==> config.mk <==
export PLATFORM = sky130hd
export DESIGN_NAME = rotary_encoder_event_decoder
export DESIGN_NICKNAME = d
export VERILOG_FILES = /design/src/renc_pkg.sv /design/src/rotary_encoder_event_decoder.sv
export SDC_FILE = /design/constraint.sdc
export NUM_CORES = 1
export LEC_CHECK = 0
export BUFFER_PORTS_ARGS = -buffer_cell sky130_fd_sc_hd__buf_2
export CORE_MARGIN = 2
export CORE_UTILIZATION = 50
export DETAILED_ROUTE_END_ITERATION = 10
export GPL_ROUTABILITY_DRIVEN = 0
export PLACE_DENSITY = 0.7
export RECOVER_POWER = 25
export SKIP_CTS_REPAIR_TIMING = 1
export SLEW_MARGIN = 5
export SYNTH_ARGS = -nofsm -noshare
export SYNTH_HDL_FRONTEND = slang
export SYNTH_SLANG_ARGS = --single-unit
export TNS_END_PERCENT = 5
==> constraint.sdc <==
create_clock -name clk -period 4.9 [get_ports clk]
set_input_delay 0.98 -clock clk [delete_from_list [all_inputs] [get_ports clk]]
set_output_delay 0.98 -clock clk [all_outputs]
set_load 0.1 [all_outputs]
==> src/renc_pkg.sv <==
// ---------------------------------------------------------------------------
// Rotary encoder decoder package
// Payload types, register indexes, transition codes and widths shared by
// the decoder and its checker.
// ---------------------------------------------------------------------------
package renc_pkg;

  localparam int COUNT_WIDTH   = 16;
  localparam int TIMER_WIDTH   = 20;
  localparam int ROT_EL_WIDTH  = 9;
  localparam int ROT_LK_WIDTH  = 8;
  localparam int CFG_IDX_WIDTH = 2;

  // Register indexes of the configuration port
  typedef enum logic [CFG_IDX_WIDTH-1:0] {
    REG_ROTATE_LOCKOUT = 2'd0,
    REG_PRESS_LOCKOUT  = 2'd1,
    REG_EVENT_PERIOD   = 2'd2
  } renc_reg_t;

  // 4-bit transition codes: previous (dt,clk) in 3:2, current in 1:0
  localparam logic [3:0] CODE_UP_A   = 4'h6;
  localparam logic [3:0] CODE_UP_B   = 4'h8;
  localparam logic [3:0] CODE_DOWN_A = 4'h2;
  localparam logic [3:0] CODE_DOWN_B = 4'hC;

  // Recorded direction: bit 4 marks an up step
  localparam logic [4:0] DIR_UP        = 5'h10;
  localparam logic [4:0] DIR_REV_DOWN  = {1'b0, CODE_DOWN_A};
  localparam logic [4:0] DIR_REV_UP    = {1'b1, CODE_UP_B};

  localparam logic [ROT_LK_WIDTH-1:0] ROTATE_LOCKOUT_RST = 8'd5;
  localparam logic [TIMER_WIDTH-1:0]  PRESS_LOCKOUT_RST  = 20'd500000;
  localparam logic [TIMER_WIDTH-1:0]  EVENT_PERIOD_RST   = 20'd400000;

  typedef struct packed {
    logic clk_level;
    logic dt_level;
    logic sw_level;
  } renc_in_t;

  typedef struct packed {
    logic                    press_event;
    logic                    rotate_event;
    logic signed [15:0]      rotate_count;
  } renc_out_t;

endpackage

==> src/rotary_encoder_event_decoder.sv <==
// ---------------------------------------------------------------------------
// Rotary encoder event decoder
// Debounces encoder clock/data and push switch samples, accumulates a net
// step count and reports pending press/rotate events once per period.
// ---------------------------------------------------------------------------
// Each input request is one microsecond sample of the pins, taken whole when
// accepted, so a new sample can be taken every cycle unless in_stall is high.
// All timers, the step counter and the event report update on accept;
// a report lands in the output register in the cycle after its sample.
// in_stall rises only while a report sits in the output register and the
// consumer stalls it; samples that cause no report still need the output
// register free only when they do cause one, but are held off the same way.
// Configuration writes are always taken (cfg_ready stays high).
module rotary_encoder_event_decoder
  import renc_pkg::*;
(
  input  logic                     clk,
  input  logic                     rst_n,
  input  logic                     in_valid,
  output logic                     in_stall,
  input  renc_in_t                 in_data,
  output logic                     out_valid,
  input  logic                     out_stall,
  output renc_out_t                out_data,
  input  logic                     cfg_valid,
  output logic                     cfg_ready,
  input  logic [CFG_IDX_WIDTH-1:0] cfg_index,
  input  logic [TIMER_WIDTH-1:0]   cfg_data
);

  localparam logic [ROT_EL_WIDTH-1:0] ROT_EL_MAX = '1;
  localparam logic [TIMER_WIDTH-1:0]  TIMER_MAX  = '1;
  localparam logic signed [COUNT_WIDTH-1:0] CNT_MAX = {1'b0, {(COUNT_WIDTH-1){1'b1}}};
  localparam logic signed [COUNT_WIDTH-1:0] CNT_MIN = {1'b1, {(COUNT_WIDTH-1){1'b0}}};

  logic [ROT_LK_WIDTH-1:0]        rotate_lockout_r;
  logic [TIMER_WIDTH-1:0]         press_lockout_r;
  logic [TIMER_WIDTH-1:0]         event_period_r;

  logic [1:0]                     prev_pair_r,      prev_pair_nxt;
  logic [4:0]                     last_dir_r,       last_dir_nxt;
  logic signed [COUNT_WIDTH-1:0]  step_count_r,     step_count_nxt;
  logic                           pend_press_r,     pend_press_nxt;
  logic                           pend_rotate_r,    pend_rotate_nxt;
  logic [ROT_EL_WIDTH-1:0]        rot_el_r,         rot_el_nxt;
  logic [TIMER_WIDTH-1:0]         press_el_r,       press_el_nxt;
  logic [TIMER_WIDTH-1:0]         report_el_r,      report_el_nxt;
  logic                           last_clk_r;
  logic                           last_sw_r;
  logic                           out_valid_r,      out_valid_nxt;
  renc_out_t                      out_data_r,       out_data_nxt;

  logic                           accept;
  logic [ROT_EL_WIDTH-1:0]        rot_el_inc;
  logic [TIMER_WIDTH-1:0]         press_el_inc;
  logic [TIMER_WIDTH-1:0]         report_el_inc;
  logic [1:0]                     pair;
  logic [3:0]                     code;
  logic                           rot_take;
  logic                           step_up;
  logic                           step_down;

  assign in_stall  = out_valid_r & out_stall;
  assign accept    = in_valid & ~in_stall;
  assign cfg_ready = 1'b1;
  assign out_valid = out_valid_r;
  assign out_data  = out_data_r;

  assign pair = {in_data.dt_level, in_data.clk_level};
  assign code = {prev_pair_r, pair};

  always_comb begin
    rot_el_inc    = (rot_el_r == ROT_EL_MAX) ? ROT_EL_MAX : rot_el_r + 1'b1;
    press_el_inc  = (press_el_r == TIMER_MAX) ? TIMER_MAX : press_el_r + 1'b1;
    report_el_inc = (report_el_r == TIMER_MAX) ? TIMER_MAX : report_el_r + 1'b1;

    prev_pair_nxt   = prev_pair_r;
    last_dir_nxt    = last_dir_r;
    step_count_nxt  = step_count_r;
    pend_press_nxt  = pend_press_r;
    pend_rotate_nxt = pend_rotate_r;
    rot_el_nxt      = rot_el_inc;
    press_el_nxt    = press_el_inc;
    report_el_nxt   = report_el_inc;
    step_up         = 1'b0;
    step_down       = 1'b0;

    // clock edge outside the lockout window
    rot_take = (in_data.clk_level != last_clk_r) &&
               (rot_el_inc > {1'b0, rotate_lockout_r});
    if (rot_take) begin
      rot_el_nxt    = '0;
      prev_pair_nxt = pair;
      if (code == CODE_UP_A || code == CODE_UP_B) begin
        pend_rotate_nxt = 1'b1;
        if (last_dir_r == DIR_REV_DOWN) begin
          step_down    = 1'b1;
          last_dir_nxt = {1'b0, code};
        end else begin
          step_up      = 1'b1;
          last_dir_nxt = DIR_UP | {1'b0, code};
        end
      end else if (code == CODE_DOWN_A || code == CODE_DOWN_B) begin
        pend_rotate_nxt = 1'b1;
        if (last_dir_r == DIR_REV_UP) begin
          step_up      = 1'b1;
          last_dir_nxt = DIR_UP | {1'b0, code};
        end else begin
          step_down    = 1'b1;
          last_dir_nxt = {1'b0, code};
        end
      end
    end

    // saturate the count at its signed range
    if (step_up && step_count_r != CNT_MAX) begin
      step_count_nxt = step_count_r + 1'b1;
    end else if (step_down && step_count_r != CNT_MIN) begin
      step_count_nxt = step_count_r - 1'b1;
    end

    if (in_data.sw_level && !last_sw_r && (press_el_inc > press_lockout_r)) begin
      pend_press_nxt = 1'b1;
      press_el_nxt   = '0;
    end

    out_valid_nxt = out_valid_r & out_stall;
    out_data_nxt  = out_data_r;
    if (report_el_inc > event_period_r) begin
      report_el_nxt = '0;
      if (pend_press_nxt || pend_rotate_nxt) begin
        out_valid_nxt             = 1'b1;
        out_data_nxt.press_event  = pend_press_nxt;
        out_data_nxt.rotate_event = pend_rotate_nxt;
        out_data_nxt.rotate_count = pend_rotate_nxt ? step_count_nxt : '0;
        if (pend_rotate_nxt) begin
          step_count_nxt = '0;
        end
        pend_press_nxt  = 1'b0;
        pend_rotate_nxt = 1'b0;
      end
    end
  end

  always_ff @(posedge clk) begin
    if (!rst_n) begin
      rotate_lockout_r <= ROTATE_LOCKOUT_RST;
      press_lockout_r  <= PRESS_LOCKOUT_RST;
      event_period_r   <= EVENT_PERIOD_RST;
    end else if (cfg_valid && cfg_ready) begin
      case (renc_reg_t'(cfg_index))
        REG_ROTATE_LOCKOUT: rotate_lockout_r <= cfg_data[ROT_LK_WIDTH-1:0];
        REG_PRESS_LOCKOUT:  press_lockout_r  <= cfg_data;
        REG_EVENT_PERIOD:   event_period_r   <= cfg_data;
        default: ;
      endcase
    end
  end

  always_ff @(posedge clk) begin
    if (!rst_n) begin
      prev_pair_r   <= '0;
      last_dir_r    <= '0;
      step_count_r  <= '0;
      pend_press_r  <= 1'b0;
      pend_rotate_r <= 1'b0;
      rot_el_r      <= '0;
      press_el_r    <= '0;
      report_el_r   <= '0;
      last_clk_r    <= 1'b0;
      last_sw_r     <= 1'b0;
      out_valid_r   <= 1'b0;
    end else if (accept) begin
      prev_pair_r   <= prev_pair_nxt;
      last_dir_r    <= last_dir_nxt;
      step_count_r  <= step_count_nxt;
      pend_press_r  <= pend_press_nxt;
      pend_rotate_r <= pend_rotate_nxt;
      rot_el_r      <= rot_el_nxt;
      press_el_r    <= press_el_nxt;
      report_el_r   <= report_el_nxt;
      last_clk_r    <= in_data.clk_level;
      last_sw_r     <= in_data.sw_level;
      out_valid_r   <= out_valid_nxt;
    end else begin
      // drop the report once the consumer takes it
      out_valid_r   <= out_valid_r & out_stall;
    end
  end

  always_ff @(posedge clk) begin
    if (accept) begin
      out_data_r <= out_data_nxt;
    end
  end

endmodule

==> flow_summary.ini <==
[synthesis]
synthDistinctLibCells = 76
synth_largest_area_cell = dfxtp_1
synth.area.top_cells = dfxtp_1 29%, ha_1 7.9%, nand2_1 7.4%
ys_seq_area_share_pct = 35.5
synth-edff-count = 18
syn_inst = 1061
syn_area_um2 = 8580
synth-main-ff-cell = dfxtp_1
avgSynthCellArea_um2 = 8.08
synthMostInstantiatedCell = nand2_1
yosysWarnings = 0
synth_fp_nets = 1145
async_reset_ff_share_pct = 0
ys_ff_latch = 143
yosys-top-cells-count = 170 x nand2_1, 125 x dfxtp_1, 82 x a21oi_1
synth_top_area_share_pct = 29.2

[final_layout]
n_antenna_cell = 0
syn_to_final_growth_pct = 10.7
final_layout_size_suffix_gt1_share_pct = 9.92
num-fill-cells = 1536
nets = 1160

[floorplan]
dieWidth_um = 135
ios = 51
start_util_pct = 51.3
row_count = 47
coreArea_um2 = 16700
die_h_um = 135
fp.dieArea_um2 = 18200

[routing]
via_per_inst = 5.67
drtIter0Drc = 550
drtAntennaViolNets = 0
drtPass1Iterations = 5
dr_total_vias = 7422
drc = 0
finalWirelength_um = 20600
routedWlPerCell_um = 15.7

[sta]
skew_ps = 11.4
fin_crit_ps = 4380
period_share_pct = 89.3
rsz0062_at_grt = no
hold_violations = 0
setup_tns_ps = 0
tightest_slew_ps = 1160
setup_violations = 0
max_freq_mhz = 228
slew_headroom_pct = 22.2
slew_viol_final = 0
fin_hold_ws_ps = 461

[run]
maxCapViolations = 0

[global_route]
antenna_found_initial = 0
grt_max_degree = 63
grtUsageTotal_pct = 23.4
grt.overflow.total = 0
grt_pass1_wl_um = 34100
grt_pass1_vias = 6938

[worst_setup_path]
crit_path_top_delay_cell = dfxtp_1
crit_type = reg2reg
timing.rr.start = report_el_r[2]
start_kind = register
crit_path_start = report_el_r[2]
arrival_ps = 4500
max_stage_delay_ps = 430
cp-end-kind = register
crit_chain = and3_1 > and3_1 > nand3_1 > nor4_1 > nand3_1 > o21a_1 > ha_1 > nand4_1 > or3_1 > a211oi_1 > and4b_1 > or2_1 > a311o_1 > inv_1 > buf_4
required_ps = 5020
critical_path_peak_fanout = 18

[min_path]
holdCritStartpoint = event_period_r[19]
min_path_type = reg2reg

[power]
power_leakage_nw = 3.81
vdd_drop_max_v = 0.000239
powerDensity_nw_per_um2 = 311

[clock_tree]
cts_tree = done
clk_pin_slew_worst_paths_ps = 60
htree_levels = 4
numClockSinks = 143
cts_buffer_depth = 2
cts_made_buffers = 17
clk_latency_ps = 430
cts_root_buffer = clkbuf_16

[outcome]
status = completed

[placement]
dp_hpwl_um = 14300
portBuffers = 49
worst max-delay path, delay by kind of cell, from the launching register on:
kind	cells	cell delay (ps)
flops	1	430
buf+inv	2	290
simple gates	9	2340
compound gates	3	710
fa+ha+maj	1	290
report_power, final:
group | switching [W] | internal (W) | total, W
combinational | 0.000215 | 0.000138 | 0.000353
clock | 0.000524 | 0.000786 | 0.00131
sequential | 0.0000579 | 0.00123 | 0.00129
kinds of logic (layout without fill, tap and decap cells):
logic type | after synthesis | in the layout | share of synthesized area, %
AOI/OAI and AO/OA | 243 | 243 | 19.6
xor gates and xnor gates | 45 | 45 | 4.60
adders and majority gates | 54 | 54 | 7.88
buffers and inverters | 129 | 157 | 6.17
DFF | 143 | 143 | 35.5
muxes | 12 | 12 | 1.44
other | 1 | 1 | 0.0437
and+or+nand+nor | 434 | 434 | 24.8
sequential cells by signal, summed over array words and instances, names as in the netlist, 5 cells and up:
signal and flops:
report_el_r 20, step_count_r 16, rot_el_r 9, press_lockout_r 20, out_data 18, rotate_lockout_r 8
last_dir_r 5, press_el_r 20, event_period_r 20
final timing paths:
| path | endpoint | slack (ps) | cells after the start |
|---|---|---|---|
| max | out_data[7] | 520 | 15 |
| min | event_period_r[19] | 460 | 2 |
| max reg2reg | out_data[7] | 520 | 15 |
| min reg2reg | event_period_r[19] | 460 | 2 |
layout make-up:
class                           instances  area, um2  share of cell area (%)
Tap cell                              220        275                    2.90
Timing Repair Buffer                   62        338                    3.56
Clock buffer                           22        465                    4.90
Sequential cell                       143       3040                    32.1
Clock inverter                         10        128                    1.34
Multi-Input combinational cell        789       5010                    52.7
Inverter                               63        236                    2.49
metrics by stage:
stage / util, % / setup WS (ps) / instances / total power [W] / instance area, um2
floorplan: - / 516 / 1061 / 0.00157 / 8580
global placement: 53.3 / 599 / 1277 / 0.00165 / 8900
detailed placement: 53.3 / 570 / 1277 / 0.00166 / 8900
CTS: 56.9 / 530 / 1309 / 0.00296 / 9500
global route: 56.8 / 112 / 1309 / 0.00308 / 9490
finish: 56.8 / 522 / 1309 / 0.00295 / 9490
layer usage:
metal	track usage (%)	part of all wire, %
met1	32.0	48
met2	37.4	46
met5	0	0
met4	8.10	1.7
met3	4.02	4.2
placed cells by master (no fill, tap or decap), types with 4 or more instances in the layout:
cell / n
nand2_1: 169
dfxtp_1: 125
a21oi_1: 82
nor2_1: 74
inv_1: 62
ha_1: 54
nand3_1: 50
buf_2: 48
a21boi_0: 31
nor3_1: 26
o21ai_0: 26
xnor2_1: 23
xor2_1: 22
o211ai_1: 22
clkbuf_16: 18
edfxtp_1: 18
nand2b_1: 14
nand4_1: 14
and3_1: 14
or3_1: 13
buf_4: 12
o21a_1: 10
and4_1: 9
and2_1: 9
nor2b_1: 9
a31oi_1: 9
mux2i_1: 9
a22o_1: 9
a21o_1: 7
a211oi_1: 6
a22oi_1: 6
clkbuf_1: 6
nor4_1: 4
nand3b_1: 4
a211o_1: 4
clkinv_4: 4
No activity file was read; power rests on OpenSTA's default activity.
